`src/hw/rtl/prd_pkg.sv`:
```
// ============================================================================
// prd_pkg: shared types and constants for the pulse rate detector
// Transaction payload structs, fixed field widths, configuration port widths,
// register indexes, reset values and arithmetic constants.
// ============================================================================
package prd_pkg;

  // Fixed field widths
  localparam int SAMPLE_BITS = 10;
  localparam int TICK_BITS   = 8;
  localparam int PERIOD_BITS = 24;
  localparam int RATE_BITS   = 16;

  // Configuration port widths
  localparam int CFG_DATA_BITS  = 10;
  localparam int CFG_INDEX_BITS = 2;

  // Register indexes
  localparam logic [CFG_INDEX_BITS-1:0] REG_PROXIMITY_BOUND = 2'd0;
  localparam logic [CFG_INDEX_BITS-1:0] REG_PULSE_BOUND     = 2'd1;
  localparam logic [CFG_INDEX_BITS-1:0] REG_TICK_MS         = 2'd2;

  // Register reset values
  localparam logic [SAMPLE_BITS-1:0] PROXIMITY_BOUND_RST = 10'd868;
  localparam logic [SAMPLE_BITS-1:0] PULSE_BOUND_RST     = 10'd310;
  localparam logic [TICK_BITS-1:0]   TICK_MS_RST         = 8'd10;

  // Arithmetic constants
  localparam logic [RATE_BITS-1:0]   RATE_NUMERATOR = 16'd60000;
  localparam logic [PERIOD_BITS-1:0] PERIOD_MAX     = 24'hFF_FFFF;

  typedef struct packed {
    logic [SAMPLE_BITS-1:0] finger_sample;
    logic [SAMPLE_BITS-1:0] heart_sample;
  } prd_in_t;

  typedef struct packed {
    logic                   finger_present;
    logic                   beat;
    logic [PERIOD_BITS-1:0] period_ms;
    logic [RATE_BITS-1:0]   rate_bpm;
    logic                   rate_valid;
  } prd_out_t;

endpackage

```
`src/hw/rtl/pulse_rate_detector_core.sv`:
```
// ============================================================================
// pulse_rate_detector_core: threshold heartbeat rate detector
// Finger presence, beat detection on a rising crossing of the pulse bound,
// tick counting between beats, period in ms and integer BPM by a restoring
// divider that produces one quotient bit per cycle.
// ============================================================================
//
//  channel | signals                      | payload
//  --------+------------------------------+--------------------------
//  in      | in_valid, in_stall           | in_data  (prd_in_t)
//  out     | out_valid, out_stall         | out_data (prd_out_t)
//  cfg     | cfg_wr_en, cfg_index         | cfg_data (10 bits)
//
//  A non-beat transaction goes from S_IDLE to S_LOAD and back to idle. A beat
//  passes S_MUL first; with a nonzero period it then runs S_DIV, the 16
//  shift-subtract steps of the divider, before S_LOAD.
//  One transaction at a time; in_stall is high from accept until the result
//  is loaded into the output register, which waits until the previous result
//  is taken; a new transaction can then run while that result is stalled.
//  rst is synchronous, active high; it restores the register reset values.
//
module pulse_rate_detector_core #(
  parameter int COUNT_BITS = 16
) (
  input  logic                                clk,
  input  logic                                rst,
  // input transactions
  input  logic                                in_valid,
  output logic                                in_stall,
  input  prd_pkg::prd_in_t                    in_data,
  // result transactions
  output logic                                out_valid,
  input  logic                                out_stall,
  output prd_pkg::prd_out_t                   out_data,
  // configuration writes
  input  logic                                cfg_wr_en,
  input  logic [prd_pkg::CFG_INDEX_BITS-1:0]  cfg_index,
  input  logic [prd_pkg::CFG_DATA_BITS-1:0]   cfg_data
);

  localparam int PROD_W = COUNT_BITS + prd_pkg::TICK_BITS;
  localparam int CMP_W  = (PROD_W > prd_pkg::PERIOD_BITS) ? PROD_W : prd_pkg::PERIOD_BITS;
  localparam int RB     = prd_pkg::RATE_BITS;
  localparam int STEP_W = $clog2(RB);

  typedef enum logic [1:0] {
    S_IDLE,
    S_MUL,
    S_DIV,
    S_LOAD
  } state_t;

  state_t state;

  // configuration registers
  logic [prd_pkg::SAMPLE_BITS-1:0] proximity_bound;
  logic [prd_pkg::SAMPLE_BITS-1:0] pulse_bound;
  logic [prd_pkg::TICK_BITS-1:0]   tick_ms;

  // detector state
  logic                  in_peak;
  logic [COUNT_BITS-1:0] tick_count;

  // per-transaction working registers
  logic                            res_present;
  logic                            res_beat;
  logic                            res_valid;
  logic [COUNT_BITS-1:0]           cnt_snap;
  logic [prd_pkg::TICK_BITS-1:0]   tick_snap;
  logic [prd_pkg::PERIOD_BITS-1:0] period;
  logic [RB-1:0]                   rem;
  logic [RB-1:0]                   quo;
  logic [STEP_W-1:0]               step;

  logic accept;
  logic present;
  logic beat;

  logic [PROD_W-1:0]               product;
  logic [CMP_W-1:0]                prod_ext;
  logic [prd_pkg::PERIOD_BITS-1:0] period_sat;

  logic [RB:0]                     trial;
  logic [prd_pkg::PERIOD_BITS-1:0] trial_ext;
  logic [prd_pkg::PERIOD_BITS-1:0] diff;
  logic                            ge;

  assign accept   = in_valid && !in_stall;
  assign in_stall = (state != S_IDLE);

  // beat detection on the incoming sample
  assign present = (in_data.finger_sample < proximity_bound);
  assign beat    = present && !in_peak && (in_data.heart_sample > pulse_bound);

  // multiply and saturate to the period width
  assign product  = PROD_W'(cnt_snap) * PROD_W'(tick_snap);
  assign prod_ext = CMP_W'(product);
  assign period_sat = (prod_ext > CMP_W'(prd_pkg::PERIOD_MAX)) ?
                      prd_pkg::PERIOD_MAX : prod_ext[prd_pkg::PERIOD_BITS-1:0];

  // one restoring divide step
  assign trial     = {rem, quo[RB-1]};
  assign trial_ext = prd_pkg::PERIOD_BITS'(trial);
  assign ge        = (trial_ext >= period);
  assign diff      = trial_ext - period;

  // configuration registers
  always_ff @(posedge clk) begin
    if (rst) begin
      proximity_bound <= prd_pkg::PROXIMITY_BOUND_RST;
      pulse_bound     <= prd_pkg::PULSE_BOUND_RST;
      tick_ms         <= prd_pkg::TICK_MS_RST;
    end else if (cfg_wr_en) begin
      case (cfg_index)
        prd_pkg::REG_PROXIMITY_BOUND: proximity_bound <= cfg_data;
        prd_pkg::REG_PULSE_BOUND:     pulse_bound     <= cfg_data;
        prd_pkg::REG_TICK_MS:         tick_ms         <= cfg_data[prd_pkg::TICK_BITS-1:0];
        default: ;
      endcase
    end
  end

  // sequencer, detector state and output register
  always_ff @(posedge clk) begin
    if (rst) begin
      state      <= S_IDLE;
      in_peak    <= 1'b0;
      tick_count <= '0;
      out_valid  <= 1'b0;
    end else begin
      // result taken; S_LOAD handles the output register itself
      if (out_valid && !out_stall && (state != S_LOAD)) begin
        out_valid <= 1'b0;
      end
      case (state)
        S_IDLE: begin
          if (accept) begin
            res_present <= present;
            res_beat    <= beat;
            res_valid   <= 1'b0;
            period      <= '0;
            cnt_snap    <= tick_count;
            tick_snap   <= tick_ms;
            if (present) begin
              if (beat) begin
                in_peak    <= 1'b1;
                tick_count <= '0;
              end else begin
                if (tick_count != '1) begin
                  tick_count <= tick_count + 1'b1;
                end
                if (in_peak && (in_data.heart_sample < pulse_bound)) begin
                  in_peak <= 1'b0;
                end
              end
            end
            state <= beat ? S_MUL : S_LOAD;
          end
        end
        S_MUL: begin
          period <= period_sat;
          rem    <= '0;
          quo    <= prd_pkg::RATE_NUMERATOR;
          step   <= '0;
          if (period_sat != '0) begin
            res_valid <= 1'b1;
            state     <= S_DIV;
          end else begin
            state <= S_LOAD;
          end
        end
        S_DIV: begin
          rem  <= ge ? diff[RB-1:0] : trial[RB-1:0];
          quo  <= {quo[RB-2:0], ge};
          step <= step + 1'b1;
          if (step == STEP_W'(RB - 1)) begin
            state <= S_LOAD;
          end
        end
        S_LOAD: begin
          if (!out_valid || !out_stall) begin
            out_valid               <= 1'b1;
            out_data.finger_present <= res_present;
            out_data.beat           <= res_beat;
            out_data.period_ms      <= period;
            out_data.rate_bpm       <= res_valid ? quo : '0;
            out_data.rate_valid     <= res_valid;
            state                   <= S_IDLE;
          end
        end
        default: state <= S_IDLE;
      endcase
    end
  end

`ifndef SYNTHESIS
  // a valid rate only comes with a beat
  a_valid_needs_beat: assert property (@(posedge clk) disable iff (rst)
    out_valid && out_data.rate_valid |-> out_data.beat)
    else $error("rate_valid without beat");

  // non-beat results carry zero period and rate
  a_idle_zero: assert property (@(posedge clk) disable iff (rst)
    out_valid && !out_data.beat |-> (out_data.period_ms == '0) && (out_data.rate_bpm == '0))
    else $error("nonzero period or rate without beat");

  // a beat needs a finger
  a_beat_needs_finger: assert property (@(posedge clk) disable iff (rst)
    out_valid && out_data.beat |-> out_data.finger_present)
    else $error("beat without finger present");

  // busy right after accepting a transaction
  a_busy_after_accept: assert property (@(posedge clk) disable iff (rst)
    in_valid && !in_stall |=> in_stall)
    else $error("input not stalled after accept");
`endif

endmodule
```
`config.mk`:
```
export PLATFORM = sky130hd
export DESIGN_NAME = pulse_rate_detector_core
export DESIGN_NICKNAME = d
export VERILOG_FILES = /design/src/hw/rtl/prd_pkg.sv /design/src/hw/rtl/pulse_rate_detector_core.sv
export SDC_FILE = /design/constraint.sdc
export NUM_CORES = 1
export LEC_CHECK = 0
export ABC_AREA = 1
export ABC_CLOCK_PERIOD_IN_PS = 5700
export BUFFER_PORTS_ARGS = -buffer_cell sky130_fd_sc_hd__buf_2
export CAP_MARGIN = 20
export CORE_MARGIN = 1.5
export CORE_UTILIZATION = 49
export DETAILED_ROUTE_END_ITERATION = 10
export PLACE_DENSITY = 0.71
export SYNTH_ARGS = -nofsm -noshare
export SYNTH_HDL_FRONTEND = slang
export SYNTH_SLANG_ARGS = --single-unit
```
`constraint.sdc`:
```
create_clock -name clk -period 5.7 [get_ports clk]
set_input_delay 1.14 -clock clk [delete_from_list [all_inputs] [get_ports clk]]
set_output_delay 1.14 -clock clk [all_outputs]
set_load 0.02 [all_outputs]
```
==> out/results.tsv <==
stage	metric	value	unit
outcome	outcome	completed	
layout	diodes	0	
power_and_ir_drop	vdd_drop_max	0.2508	mV
synth	yosys-top-cells-count	inv_1, nand2_1, edfxtp_1	
synth	synthArstFlopShare	0	%
synth	synth-seq-cells	178	
setup_path	end_kind	flop	
synth	yosys.area.top_type	edfxtp_1	
floorplanning	dieArea	27350	um^2
sta	rsz0062_at_grt	no	
sta	hold_violations	0	
clock_network	holdBufCountCts	0	
global_routing	grt_max_degree	37	
power_and_ir_drop	totalPowerFinal	7.332	mW
placed_design	dp_hpwl	21950	um
clock_network	numCtsBuffers	17	
synth	synth_most_common_cell	inv_1	
synth	synth_cell_types	49	
drt	firstDrtPassIters	5	
synth	syn_nets	1766	
layout	syn_to_final_growth	9.977	%
synth	yosysSeqAreaShare	37.66	%
sta	report.final.setup_viol	0	
setup_path	worstPathRequired	5.89	ns
clock_network	cts_root_buffer	clkbuf_16	
layout	nets	1822	
min_path	hp-class	flop to flop	
synth	synthTopCellsByArea	edfxtp_1, fa_1, inv_1	
floorplanning	rows	59	
drt	via_count	9884	
sta	period_share	91.67	%
clock_network	cts.sinks	178	
clock_network	post_cts_resized	0	
clock_network	cts_tree	built	
synth	syn_area_per_cell	8.291	um^2
sta	holdWs	0.4261	ns
clock_network	clk_path_buf_depth	2	
floorplanning	core-area	25980	um^2
drt	postRouteAntennaNets	0	
clock_network	ctsHtreeMaxLevel	4	
drt	drtIter0Drc	546	
run	max_cap_viol_count	0	
drt	routed_via_density	5.038	
floorplanning	die_w	165.4	um
floorplanning	io_pins	82	
placed_design	io_buffers	81	
clock_network	cts_setup_buffers	0	
sta	max_freq	0.1914	GHz
sta	finalCriticalPeriod	5.225	ns
drt	wire_per_inst	14.45	um
sta	report.final.slew_viol_count	0	
drt	wl_met3	1276	um
floorplanning	die_h	165.4	um
global_routing	grt.overflow.total	0	
setup_path	critPathLaunchType	flop	
global_routing	antenna_found_initial	0	
synth	syn_area	12920	um^2
drt	drt_wl_total	28350	um
synth	synth_edf_count	130	
sta	fin_skew	0.01085	ns
synth	synthFlopType	edfxtp_1	
synth	synthCells	1558	
layout	stdcell_count	1962	
setup_path	arrival	5.41	ns
clock_network	clk_pin_slew	0.06	ns
sta	worst_slew_pin_slew	1.064	ns
clock_network	clk_latency	0.43	ns
floorplanning	initial_core_util	49.71	%
global_routing	grt_pass1_wl	47230	um
placed_design	globalplace.congestion	0.9199	
synth	yosysTopAreaCellShare	30.22	%
setup_path	path_max_fanout	16	
layout	layout-drive-gt1-share	10.39	%
sta	maxSlewHeadroom	28.92	%
layout	utilization	54.67	%
setup_path	critPathKind	flop to flop	
drt	top_layer_used	met4	
drt	dr_wl_met2	14570	um
drt	remaining_drc_errors	0	
global_routing	grt_pass1_vias	10010	
power_and_ir_drop	power_density	516.1	nW/um^2
drt	met1_length	11990	um
global_routing	grt.total_usage	22.03	%
synth	yosys_warnings	0	
power_and_ir_drop	p_leak	7.507	nW
placed_design	numPlacedInstances	1930	
sta	setup-tns-final	0	ns
==> through the flow <==
| stage | worst slack (ns) | instance area, um^2 |
|---|---|---|
| 2_1_floorplan | 0.9956 | 12920 |
| 6_report | 0.4749 | 14210 |
| 4_1_cts | 0.4601 | 14210 |
| 5_1_grt | 0.09844 | 14210 |
| 3_5_place_dp | 0.4828 | 13580 |
| 3_3_place_gp | 0.5049 | 13580 |
==> final cells by class <==
class                   count  area (um^2)
fillers                  2343        11780
multi-input cells         932         6349
flip-flops and latches    178         4865
inverters                 397         1490
clock buffers              22        519.2
repair buffers             88        457.9
well taps                 335        419.2
clock inverters            10        106.4
==> metal layers <==
layer | GRT usage [%] | vias to the layer above
met5 | 0 | -
met4 | 6.453 | 0
met3 | 3.247 | 44
met2 | 39.83 | 264
met1 | 27.18 | 4686
li1 | - | 4890
==> power breakdown <==
part	leakage (nW)	internal, mW	switching, mW
clock network	0.311	0.704	0.514
logic	5.60	1.47	2.82
registers	1.59	1.67	0.153
==> path summary, 6_finish.rpt <==
kind / start / to / slack [ns] / depth (start not counted)
setup / recovery: tick_snap[7] / res_valid / 0.47 / 21
setup reg to reg: tick_snap[7] / res_valid / 0.47 / 21
hold / removal: res_present / out_data[42] / 0.43 / 0
hold reg to reg: res_present / out_data[42] / 0.43 / 0
==> cell usage in the layout (no fill, tap or decap), types with 4 or more instances in the layout <==
cell / synthesis / routed
inv_1: 391 / 391
nand2_1: 375 / 375
edfxtp_1: 130 / 130
ha_1: 86 / 86
fa_1: 85 / 85
nor2_1: 85 / 83
buf_2: 1 / 81
a21oi_1: 79 / 78
dfxtp_1: 48 / 48
nand3_1: 47 / 47
o21ai_0: 42 / 42
clkbuf_16: 0 / 20
nor3_1: 16 / 15
xor2_1: 15 / 15
nand4_1: 13 / 13
o211ai_1: 10 / 10
or2_2: 9 / 9
xnor2_1: 8 / 8
o21ai_1: 7 / 7
nand2_2: 7 / 7
buf_4: 0 / 7
nand3_2: 6 / 6
nor2_2: 4 / 5
nand3b_1: 5 / 5
inv_2: 5 / 5
a21oi_2: 3 / 4
clkinv_4: 0 / 4
inv_6: 0 / 4
==> registers in the layout, summed over array words and instances (netlist names), 2 cells and up <==
signal / flops
pulse_bound: 10
period: 24
step: 4
tick_snap: 8
tick_ms: 8
rem: 16
proximity_bound: 10
out_data: 43
tick_count: 16
cnt_snap: 16
quo: 16
state: 2
==> cell families after synthesis <==
family | after synthesis | share of synthesized area [%]
and+or+nand+nor | 578 | 18.98
adders and majority gates | 171 | 21.50
DFF | 178 | 37.66
AOI/OAI and AO/OA | 160 | 6.955
buffers and inverters | 448 | 13.34
xor gates and xnor gates | 23 | 1.560
==> critical path: stages, from the launching register on <==
cell	delay, ns
edfxtp_1	0.75
nand2_1	0.18
fa_1	0.56
fa_1	0.54
inv_1	0.05
fa_1	0.52
inv_1	0.06
fa_1	0.53
inv_1	0.04
ha_1	0.39
nand2_1	0.12
nor2_1	0.19
nand3_1	0.13
nand2_1	0.11
nand2_1	0.06
nand2_1	0.10
nand3_1	0.07
nor2_1	0.11
nand3_1	0.10
nor2_1	0.10
nand3_1	0.11
and2_1	0.17
No activity file was read; power rests on OpenSTA's default activity.
